===== src/rtl/bmhq_pkg.sv =====
// ---------------------------------------------------------------------------
// bmhq_pkg
// Shared types, sizes and codes of the binary min-heap priority queue.
// ---------------------------------------------------------------------------
package bmhq_pkg;

  localparam int CAPACITY    = 64;
  localparam int KEY_BITS    = 16;
  localparam int IN_KEY_W    = 16;
  localparam int TAG_W       = 8;
  localparam int COUNT_OUT_W = 7;

  localparam int ADDR_W  = $clog2(CAPACITY);
  localparam int CNT_W   = $clog2(CAPACITY + 1);
  localparam int CHILD_W = CNT_W + 1;

  localparam logic ACT_INSERT  = 1'b0;
  localparam logic ACT_EXTRACT = 1'b1;

  typedef logic [KEY_BITS-1:0] key_t;
  typedef logic [TAG_W-1:0]    tag_t;
  typedef logic [ADDR_W-1:0]   addr_t;
  typedef logic [CNT_W-1:0]    cnt_t;
  typedef logic [CHILD_W-1:0]  child_t;

  typedef enum logic [1:0] {
    ST_OK    = 2'd0,
    ST_EMPTY = 2'd1,
    ST_FULL  = 2'd2
  } status_t;

  typedef struct packed {
    key_t key;
    tag_t tag;
  } entry_t;

  localparam int ENTRY_W = $bits(entry_t);

  typedef struct packed {
    logic                action;
    logic [IN_KEY_W-1:0] key_in;
    tag_t                tag_in;
  } in_t;

  typedef struct packed {
    status_t                status;
    logic [IN_KEY_W-1:0]    key_out;
    tag_t                   tag_out;
    logic [IN_KEY_W-1:0]    min_key;
    tag_t                   min_tag;
    logic [COUNT_OUT_W-1:0] entry_count;
  } out_t;

  // Fit an input key into the stored key width.
  function automatic key_t key_from_in(logic [IN_KEY_W-1:0] k);
    logic [KEY_BITS+IN_KEY_W-1:0] w;
    w = {{KEY_BITS{1'b0}}, k};
    return w[KEY_BITS-1:0];
  endfunction

  // Report the low bits of a stored key.
  function automatic logic [IN_KEY_W-1:0] key_to_out(key_t k);
    logic [KEY_BITS+IN_KEY_W-1:0] w;
    w = {{IN_KEY_W{1'b0}}, k};
    return w[IN_KEY_W-1:0];
  endfunction

  function automatic logic [COUNT_OUT_W-1:0] count_to_out(cnt_t c);
    logic [CNT_W+COUNT_OUT_W-1:0] w;
    w = {{COUNT_OUT_W{1'b0}}, c};
    return w[COUNT_OUT_W-1:0];
  endfunction

  // Parent slot of a heap slot (slot must be nonzero).
  function automatic addr_t parent_of(addr_t p);
    addr_t m;
    m = p - addr_t'(1);
    return m >> 1;
  endfunction

endpackage


===== src/rtl/binary_min_heap_queue_core.sv =====
// ---------------------------------------------------------------------------
// binary_min_heap_queue_core
// Binary min-heap priority queue of key/tag entries held in one RAM.
// ---------------------------------------------------------------------------
//
//   channel  dir  handshake          payload
//   in_      in   in_valid/in_stall  in_t  : action, key_in, tag_in
//   out_     out  out_valid/out_stall out_t : status, key_out, tag_out,
//                                            min_key, min_tag, entry_count
//
// One transaction is worked at a time. An insert climbs one level per S_UP_CMP
// step until its parent key is not larger. An extract that removes the last
// entry goes straight to S_DONE; any other extract starts the last entry at the
// root and sifts it down: each level of the sift-down reads the left and then
// the right child through the single RAM read port. Refused operations (insert
// on full, extract on empty) also go straight to S_DONE. The next input can be
// accepted while out_valid is high.
// Reset clears the fill count and control; RAM contents are not cleared.
// The next input is accepted while a result waits in the output register;
// the sequencer holds its finished result until that register frees up.
// ---------------------------------------------------------------------------
module binary_min_heap_queue_core import bmhq_pkg::*; (
  input  logic clk,
  input  logic rst_n,
  input  logic in_valid,
  output logic in_stall,
  input  in_t  in_data,
  output logic out_valid,
  input  logic out_stall,
  output out_t out_data
);

  typedef enum logic [2:0] {
    S_IDLE,
    S_UP_CMP,
    S_DN_LAST,
    S_DN_RR,
    S_DN_CMP,
    S_PUT,
    S_DONE
  } state_t;

  state_t  state_r,     state_nxt;
  cnt_t    cnt_r,       cnt_nxt;
  addr_t   pos_r,       pos_nxt;
  entry_t  cur_r,       cur_nxt;    // entry being sifted, written only at its final slot
  entry_t  left_r,      left_nxt;   // left child captured during sift-down
  entry_t  root_r,      root_nxt;   // copy of slot 0, kept in step with every root write
  entry_t  kout_r,      kout_nxt;
  status_t status_r,    status_nxt;
  logic    out_valid_r, out_valid_nxt;
  out_t    out_r,       out_nxt;

  // RAM port signals
  logic               ram_we;
  addr_t              ram_waddr;
  entry_t             ram_wentry;
  addr_t              ram_raddr;
  logic [ENTRY_W-1:0] ram_rdata;
  logic [ENTRY_W-1:0] ram_wdata;
  entry_t             rd_entry;

  assign ram_wdata = ram_wentry;
  assign rd_entry  = entry_t'(ram_rdata);

  bmhq_ram #(
    .WIDTH (ENTRY_W),
    .DEPTH (CAPACITY)
  ) u_heap_ram (
    .clk   (clk),
    .we    (ram_we),
    .waddr (ram_waddr),
    .wdata (ram_wdata),
    .raddr (ram_raddr),
    .rdata (ram_rdata)
  );

  assign in_stall  = (state_r != S_IDLE);
  assign out_valid = out_valid_r;
  assign out_data  = out_r;

  // Sift-down child arithmetic
  child_t cnt_ext;
  child_t right_idx;
  child_t pick_idx;
  addr_t  pick_addr;
  logic   pick_right;
  entry_t pick_entry;
  addr_t  up_addr;

  assign cnt_ext    = {1'b0, cnt_r};
  assign right_idx  = child_t'({pos_r, 1'b1}) + child_t'(1);
  assign pick_right = (right_idx < cnt_ext) && (rd_entry.key <= left_r.key);
  assign pick_idx   = pick_right ? right_idx : child_t'({pos_r, 1'b1});
  assign pick_addr  = pick_idx[ADDR_W-1:0];
  assign pick_entry = pick_right ? rd_entry : left_r;
  assign up_addr    = parent_of(pos_r);

  always_comb begin
    state_nxt     = state_r;
    cnt_nxt       = cnt_r;
    pos_nxt       = pos_r;
    cur_nxt       = cur_r;
    left_nxt      = left_r;
    kout_nxt      = kout_r;
    status_nxt    = status_r;
    out_valid_nxt = out_valid_r;
    out_nxt       = out_r;
    ram_we        = 1'b0;
    ram_waddr     = pos_r;
    ram_wentry    = cur_r;
    ram_raddr     = '0;

    // Drop the held result once it is taken.
    if (out_valid_r && !out_stall) begin
      out_valid_nxt = 1'b0;
    end

    unique case (state_r)
      S_IDLE: begin
        // Fetch the last entry for an extract, the parent of the free slot
        // for an insert; the data lands next cycle.
        if (in_data.action == ACT_EXTRACT) begin
          ram_raddr = addr_t'(cnt_r - cnt_t'(1));
        end else begin
          ram_raddr = parent_of(addr_t'(cnt_r));
        end
        if (in_valid) begin
          kout_nxt   = '0;
          status_nxt = ST_OK;
          if (in_data.action == ACT_INSERT) begin
            if (cnt_r == cnt_t'(CAPACITY)) begin
              status_nxt = ST_FULL;
              state_nxt  = S_DONE;
            end else begin
              cur_nxt.key = key_from_in(in_data.key_in);
              cur_nxt.tag = in_data.tag_in;
              pos_nxt     = addr_t'(cnt_r);
              cnt_nxt     = cnt_r + cnt_t'(1);
              state_nxt   = (cnt_r == '0) ? S_PUT : S_UP_CMP;
            end
          end else begin
            if (cnt_r == '0) begin
              status_nxt = ST_EMPTY;
              state_nxt  = S_DONE;
            end else begin
              kout_nxt  = root_r;
              cnt_nxt   = cnt_r - cnt_t'(1);
              state_nxt = (cnt_r == cnt_t'(1)) ? S_DONE : S_DN_LAST;
            end
          end
        end
      end

      S_UP_CMP: begin
        // rd_entry holds the parent of pos_r.
        if (rd_entry.key > cur_r.key) begin
          ram_we     = 1'b1;
          ram_wentry = rd_entry;
          pos_nxt    = up_addr;
          if (up_addr == '0) begin
            state_nxt = S_PUT;
          end else begin
            ram_raddr = parent_of(up_addr);
          end
        end else begin
          ram_we    = 1'b1;
          state_nxt = S_DONE;
        end
      end

      S_DN_LAST: begin
        // rd_entry is the former last entry; it starts at the root.
        cur_nxt = rd_entry;
        pos_nxt = '0;
        if (cnt_r > cnt_t'(1)) begin
          ram_raddr = addr_t'(1);
          state_nxt = S_DN_RR;
        end else begin
          ram_we     = 1'b1;
          ram_waddr  = '0;
          ram_wentry = rd_entry;
          state_nxt  = S_DONE;
        end
      end

      S_DN_RR: begin
        left_nxt  = rd_entry;
        ram_raddr = right_idx[ADDR_W-1:0];
        state_nxt = S_DN_CMP;
      end

      S_DN_CMP: begin
        // rd_entry holds the right child, valid only if it exists.
        if (pick_entry.key < cur_r.key) begin
          ram_we     = 1'b1;
          ram_wentry = pick_entry;
          pos_nxt    = pick_addr;
          if (child_t'({pick_addr, 1'b1}) < cnt_ext) begin
            ram_raddr = addr_t'({pick_addr, 1'b1});
            state_nxt = S_DN_RR;
          end else begin
            state_nxt = S_PUT;
          end
        end else begin
          ram_we    = 1'b1;
          state_nxt = S_DONE;
        end
      end

      S_PUT: begin
        ram_we    = 1'b1;
        state_nxt = S_DONE;
      end

      S_DONE: begin
        // Hold the result until the output register is free.
        if (!out_valid_r || !out_stall) begin
          out_valid_nxt       = 1'b1;
          out_nxt.status      = status_r;
          out_nxt.key_out     = key_to_out(kout_r.key);
          out_nxt.tag_out     = kout_r.tag;
          out_nxt.min_key     = (cnt_r != '0) ? key_to_out(root_r.key) : '0;
          out_nxt.min_tag     = (cnt_r != '0) ? root_r.tag : '0;
          out_nxt.entry_count = count_to_out(cnt_r);
          state_nxt           = S_IDLE;
        end
      end

      default: begin
        state_nxt = S_IDLE;
      end
    endcase
  end

  // Keep the root copy coherent with RAM slot 0.
  always_comb begin
    root_nxt = root_r;
    if (ram_we && (ram_waddr == '0)) begin
      root_nxt = ram_wentry;
    end
  end

  always_ff @(posedge clk) begin
    if (!rst_n) begin
      state_r     <= S_IDLE;
      cnt_r       <= '0;
      out_valid_r <= 1'b0;
    end else begin
      state_r     <= state_nxt;
      cnt_r       <= cnt_nxt;
      out_valid_r <= out_valid_nxt;
    end
    pos_r    <= pos_nxt;
    cur_r    <= cur_nxt;
    left_r   <= left_nxt;
    root_r   <= root_nxt;
    kout_r   <= kout_nxt;
    status_r <= status_nxt;
    out_r    <= out_nxt;
  end

endmodule


===== src/rtl/bmhq_ram.sv =====
// ---------------------------------------------------------------------------
// bmhq_ram
// Generic single-write, single-read synchronous RAM with registered read.
// ---------------------------------------------------------------------------
module bmhq_ram #(
  parameter int WIDTH = 8,
  parameter int DEPTH = 16
) (
  input  logic                     clk,
  input  logic                     we,
  input  logic [$clog2(DEPTH)-1:0] waddr,
  input  logic [WIDTH-1:0]         wdata,
  input  logic [$clog2(DEPTH)-1:0] raddr,
  output logic [WIDTH-1:0]         rdata
);

  logic [WIDTH-1:0] mem [DEPTH];

  always_ff @(posedge clk) begin
    if (we) begin
      mem[waddr] <= wdata;
    end
    rdata <= mem[raddr];
  end

endmodule


===== config.mk =====
export PLATFORM = sky130hd
export DESIGN_NAME = binary_min_heap_queue_core
export DESIGN_NICKNAME = d
export VERILOG_FILES = /design/src/rtl/bmhq_pkg.sv /design/src/rtl/binary_min_heap_queue_core.sv /design/src/rtl/bmhq_ram.sv
export SDC_FILE = /design/constraint.sdc
export NUM_CORES = 2
export LEC_CHECK = 0
export BUFFER_PORTS_ARGS = -buffer_cell sky130_fd_sc_hd__clkbuf_2
export CORE_ASPECT_RATIO = 1.5
export CORE_UTILIZATION = 35
export CTS_CLUSTER_SIZE = 10
export DETAILED_ROUTE_END_ITERATION = 6
export PLACE_DENSITY = 0.58
export SETUP_SLACK_MARGIN = 0.4
export SLEW_MARGIN = 20
export SYNTH_ARGS = -nofsm -noshare
export SYNTH_HDL_FRONTEND = slang
export SYNTH_HIERARCHICAL = 1
export SYNTH_SLANG_ARGS = --single-unit

===== constraint.sdc =====
create_clock -name clk -period 8.7 [get_ports clk]
set_input_delay 1.74 -clock clk [delete_from_list [all_inputs] [get_ports clk]]
set_output_delay 1.74 -clock clk [all_outputs]
set_load 0.01 [all_outputs]

* Word-level counts from Yosys, hierarchy flattened
Memories as Yosys holds them, arrays and structs flattened. A register that Yosys moved wholly into a read port is not among the register bits.
Cells that the tools add are included.
** Storage, ports and cells
- Memory bits (writable) :: 1536
- Bits of input ports :: 29
- Register bits :: 172
- Word-level logic and storage cells :: 123
- Memories kept :: 1
- Output and inout port bits :: 59
** Memory list
- u_heap_ram.mem :: depth 64, bits a word 24, read ports 1, clocked after Yosys merged registers in 1, write ports 1, RTL line bmhq_ram.sv:17 : logic [WIDTH-1:0] mem [DEPTH];
** Cells by class
- Equality and inequality tests :: 17
- $add $sub $neg :: 6
- Mux-type cells :: 51
- Reduce and logical (&&, ||, !) cells :: 22
- Magnitude comparators :: 6
- Bitwise operators :: 1
** Operators by type and width (number)
- $mux 24 :: 7
- $pmux 24 s3 :: 1
- $mux 6 :: 11
- $pmux 24 s2 :: 1
- $mux 3 :: 12
- $pmux 6 s5 :: 1
- $pmux 6 s4 :: 1
- $mux 7 :: 3
- $pmux 3 s7 :: 1
- $gt 16x16->1 :: 1
- $le 16x16->1 :: 1
- $lt 16x16->1 :: 1
- $ne 2x2->1 const B :: 8
- $logic_not 6->1 :: 2
- $sub 6x1->6 const B :: 2
- $mux 5 :: 2
- $eq 3x3->1 const B :: 3
- $add 7x1->8 const B :: 1
- $lt 8x7->1 :: 1
- $mux 1 :: 8
- $reduce_and 4->1 :: 2
- $add 7x1->7 const B :: 1
- $eq 7x1->1 const B :: 1
- $eq 7x7->1 const B :: 1
- 24 further kinds :: 30

* Logic depth before layout (Yosys ltp)
- Word-level depth :: 8
- Mapped depth :: 31

* By module
The synthesis kept the hierarchy.
** Modules (own cells, without submodules)
- bmhq_ram :: sequential area each 46604.7 um^2, cells each 2610, times used 1, area an instance 59295.6 um^2
- binary_min_heap_queue_core :: sequential area each 5054.8 um^2, cells each 762, times used 1, area an instance 9236.4 um^2

* Least setup slack after synthesis
OpenSTA, ideal clock, no wires.
- Path type :: flip-flop to flip-flop
- Start point :: register pos_r[0]
- End point :: register root_r[10] (netlist name), data pin
- Data arrival time :: 5.753 ns
- Data required time :: 8.177 ns
- Cell stages (with the launch flop) :: 22
- Setup slack :: 2.424 ns
- Setup time :: 0.523 ns
- Path buffers :: 2
- Cells stage by stage :: edfxtp_1 -> ha_1 -> nand3_1 -> xnor2_1 -> ha_1 -> a21o_1 -> a21oi_1 -> o21ai_1 -> or2_4 -> a21oi_2 -> buf_2 -> mux2_2 -> ha_1 -> nand3_1 -> o22ai_1 -> o22ai_1 -> a21oi_1 -> o311ai_4 -> o21ai_4 -> nand3_2 -> buf_2 -> o21ai_1
** On the way
- Cells in the longest elaborated chain, start to end :: 7
** Ends and longest elaborated chain
- start, declared :: RTL line binary_min_heap_queue_core.sv:45 : addr_t pos_r, pos_nxt;
- start signal, assigned :: RTL line binary_min_heap_queue_core.sv:254 : pos_r <= pos_nxt;
- $add 7x1->8 (*) :: RTL line binary_min_heap_queue_core.sv:92 : assign right_idx = child_t'({pos_r, 1'b1}) + child_t'(1);
- $lt 8x7->1 (*) :: RTL line binary_min_heap_queue_core.sv:93 : assign pick_right = (right_idx < cnt_ext) && (rd_entry.key <= left_r.key);
- $logic_and 1x1->1 (*) :: RTL line binary_min_heap_queue_core.sv:93
- $mux 24 (*) :: RTL line binary_min_heap_queue_core.sv:96 : assign pick_entry = pick_right ? rd_entry : left_r;
- $lt 16x16->1 :: RTL line binary_min_heap_queue_core.sv:195 : if (pick_entry.key < cur_r.key) begin
- $mux 24 (*) :: RTL line binary_min_heap_queue_core.sv:195
- $pmux 24 s3 (*) :: RTL line binary_min_heap_queue_core.sv:119 : unique case (state_r)
- named net ram_wdata[10] :: RTL line binary_min_heap_queue_core.sv:60 : logic [ENTRY_W-1:0] ram_wdata;
- end signal, assigned :: RTL line binary_min_heap_queue_core.sv:257 : root_r <= root_nxt;
- end, declared :: RTL line binary_min_heap_queue_core.sv:48 : entry_t root_r, root_nxt;
Mark *: on every way through the listed nets, which the timed path passes. The rest lies on a longest branch.
A chain may end at the register's enable or synchronous reset.

* Worst setup path after layout
- Start point :: register pos_r[1]
- End point :: register u_heap_ram.rdata[23] (read register of u_heap_ram.mem)
** On the way
- Cells in the longest elaborated chain, start to end :: 8
- Elaborated cells on any way between the ends :: 15
- Those cells by class :: add/sub (3); order compare (3); mux (7); reduce/logical (2)
** Ends and longest elaborated chain
- branches (longest 7 deep; another with $lt 16x16->1)
- $pmux 6 s5 (*) :: RTL line binary_min_heap_queue_core.sv:119
- named net ram_raddr[0] :: RTL line binary_min_heap_queue_core.sv:58 : addr_t ram_raddr;
- end, declared :: RTL line bmhq_ram.sv:14 : output logic [WIDTH-1:0] rdata
Mark *: on every way through the listed nets, which the timed path passes.

==> summary.md <==
| Metric | Value |
|---|---|
| Status | `finished, final reports clean` |
| Io pins | `88` |
| Cells on worst reg2reg path | `26` |
| Clock slew at reported path FFs | `~0.060 ns` |
| Total track usage | `0.194` |
| Placer Congestion | `0.901` |
| Kind of critical path | `flop to flop` |
| Root Buffer | `clkbuf_16` |
| Final slew viol count | `0` |
| Clock tree from TritonCTS | `yes` |
| Setup TNS | `0 ns` |
| CP max FO | `32` |
| Vias/cell | `5.49` |
| Cts-stage hold buffer count | `0` |
| #FFs+latches synth | `1,732` |
| Slew margin rel. | `0.235` |
| Residual DRC count | `0` |
| Critical path's largest stage delay | `0.52 ns` |
| Worst r2r dst | `u_heap_ram/rdata[23]$_DFF_P_` |
| Chip Width | `363 um` |
| First-pass GRT wire length | `271 mm` |
| Hold WC Path Type | `flop to flop` |
| Minimum clock period | `7.93 ns` |
| Ys async rst share | `0` |
| Data required time of the worst path | `9.37 ns` |
| Die Height | `544 um` |
| Initial antenna violation count | `14` |
| CP startpoint | `pos_r[1]$_DFFE_PP_` |
| Arrival time at the worst endpoint | `8.60 ns` |
| Ys flop type | `edfxtp_1` |
| Worst-Margin Slew | `1.14 ns` |
| Layout Nets | `around 3,800` |
| Global route total overflow | `0` |
| Initial core utilization | `0.353` |
| Cell variety after synth | `78` |
| Seq/Total Area, Yosys | `0.754` |
| Port bufs | `87` |
| Total Wirelength | `193 mm` |
| # placed instances | `6,103` |
| Routed wire per std cell | `about 30 um` |
| H-tree Lvls | `4` |
| Synth warnings | `6` |
| Iter 0 DRT Violations | `around 3,600` |
| Syn Inst Count | `roughly 3,400` |
| R2r setup slk | `~0.77 ns` |
| Final Hold Vio Count | `0` |
| Post-Syn Area | `68,500 sq um` |
| Synth Area per Inst | `20.3 sq um` |
| Antenna violation net count after detailed routing | `0` |
| Worst Setup End Kind | `flop` |
| Core box area | `between 150,000 and 200,000 sq um` |
| Max clock buf depth | `4` |
| Share of layout cells above drive strength 1 | `0.290` |
| Total CTS buffers | `199` |
| RR Startpoint | `pos_r[1]$_DFFE_PP_` |
| Vias in the first global route | `between 30,000 and 40,000` |
| Full die area | `198,000 sq um` |
| Sink Count | `between 1,500 and 2,000` |
| Slowest CP cell | `mux4_2` |
| Dpl hpwl | `121 mm` |
| Fin crit share | `0.912` |
| Cell Rows | `198` |
| # setup viols final | `0` |
| Worst clock skew | `0.0465 ns` |
| Worst Setup Start Kind | `flop` |
| Fmax | `around 130 MHz` |
| Fillers | `~17,000` |
| Syn Nets | `3,465` |
| Synth-to-layout area growth | `15.5%` |
| Finished Layout Cells | `6,414` |
| Post-synth EDFFs | `1,697` |
| Largest net degree at the start of global routing | `82` |
| 1st-pass router iterations | `6` |
| Critical Path End | `u_heap_ram/rdata[23]$_DFF_P_` |
| Unrepaired setup endpoints after global routing | `no` |
| Post-layout util | `0.408` |
| Clk Latency, worst-skew pair | `0.82 ns` |
| Via count | `35,244` |
| Number of max-cap violations | `0` |
## sequential cells by signal (all words and copies together), names as in the netlist
register,count
cur_r,24
out_data,57
left_r,24
kout_r,24
root_r,24
out_valid,1
state_r,3
status_r,2
u_heap_ram/mem,1536
u_heap_ram/rdata,24
pos_r,6
cnt_r,7
## cells in the mapped netlist, types with 28 or more instances
master,n,area share
inv_1,53,0.0029
buf_4,35,0.0038
buf_2,54,0.0039
mux2i_1,96,0.014
clkbuf_1,64,0.0035
mux4_2,355,0.12
and2_1,38,0.0035
edfxtp_1,1697,0.74
ha_1,64,0.012
nand2_1,72,0.0039
nand3_1,40,0.0029
o22ai_1,61,0.0056
o21ai_0,28,0.0020
and3_1,44,0.0040
mux2_2,92,0.015
a22oi_1,30,0.0033
a21oi_1,59,0.0043
a221oi_1,56,0.0072
nor2_1,107,0.0059
dfxtp_1,35,0.010
## routing by layer
layer | vias to the layer above | track usage | part of all wire
met2 | 1406 | 0.341 | 0.52
met5 | - | 0 | 0
met4 | 0 | 0.133 | 0.073
met1 | 18777 | 0.220 | 0.35
met3 | 394 | 0.0227 | 0.053
li1 | 14667 | - | -
## cells by family after synthesis
group                      after synthesis  synth area share
AOI/OAI and AO/OA                      376            0.0389
xor gates and xnor gates                21           0.00268
adders and majority gates               64            0.0117
buffers and inverters                  233            0.0167
DFF                                   1732             0.754
muxes                                  544             0.146
and+or+nand+nor                        402            0.0302
## how the worst min path moves through the flow
stage                              from                      to  cells after the start
4_1_cts        kout_r[20]$_SDFFCE_PP0P_  out_data[51]$_DFFE_PP_                      0
3_3_place_gp    kout_r[5]$_SDFFCE_PP0P_  out_data[36]$_DFFE_PP_                      0
6_report        kout_r[5]$_SDFFCE_PP0P_  out_data[36]$_DFFE_PP_                      0
5_1_grt        kout_r[20]$_SDFFCE_PP0P_  out_data[51]$_DFFE_PP_                      0
2_1_floorplan   kout_r[0]$_SDFFCE_PP0P_  out_data[31]$_DFFE_PP_                      0
3_5_place_dp   kout_r[11]$_SDFFCE_PP0P_  out_data[42]$_DFFE_PP_                      0
## area by class of cell
type | instances | area, sq um | share of cell area
multi-input cells | 1407 | 16200 | 0.204
flip-flops and latches | 1732 | 51700 | 0.652
clock buffers | 260 | 5270 | 0.0666
inverters | 55 | 206 | 0.00261
diodes | 42 | 105 | 0.00133
repair buffers | 314 | 2450 | 0.0310
well taps | 2600 | 3250 | 0.0411
clock inverters | 4 | 50.0 | 0.000632
## layout by cell type, fill, tap and decap left out, types with 16 or more instances in the layout
cell type,count
and3_1,44
clkbuf_1,58
a22oi_1,30
and2_1,38
o21ai_4,17
o22ai_1,61
a221oi_1,56
mux2_2,92
edfxtp_1,1697
dfxtp_1,35
a32oi_1,17
buf_12,25
diode_2,42
buf_4,201
o21ai_0,27
a31oi_1,19
nand3_1,40
nor2b_1,16
o21a_1,18
nor2_2,64
clkbuf_2,87
mux4_2,355
a21oi_1,58
nand2_1,71
clkbuf_16,202
nor2_1,44
ha_1,64
inv_1,52
mux2i_1,96
## stage by stage
step	hold slack [ns]	instance area [sq um]	setup slack [ns]
finish	0.415	79200	0.766
CTS	0.407	79000	0.488
global placement	0.402	73700	0.207
detailed placement	0.406	73700	0.166
global route	0.402	79200	0.469
floorplan	0.400	68500	2.42
## critical path: cells and delay by family (launching register included)
family | cells | cell delay [ns]
AO/OA/AOI/OAI | 13 | 3.59
multiplexers | 2 | 0.88
AND/OR/NAND/NOR | 4 | 1.00
buffers and inverters | 3 | 0.77
flip-flops | 1 | 0.43
XOR/XNOR | 1 | 0.23
adder cells (fa/ha/maj) | 3 | 0.81
## what timing repair did
item / 4_1_cts / 5_1_grt
gates resized for setup: 1 / 0
buffers inserted: 0 / 4
setup endpoints to repair: 3 / 5
Power is left out: the tool's default activity adds up to more than one toggle a clock period on the data nets, which glitch-free logic cannot reach.
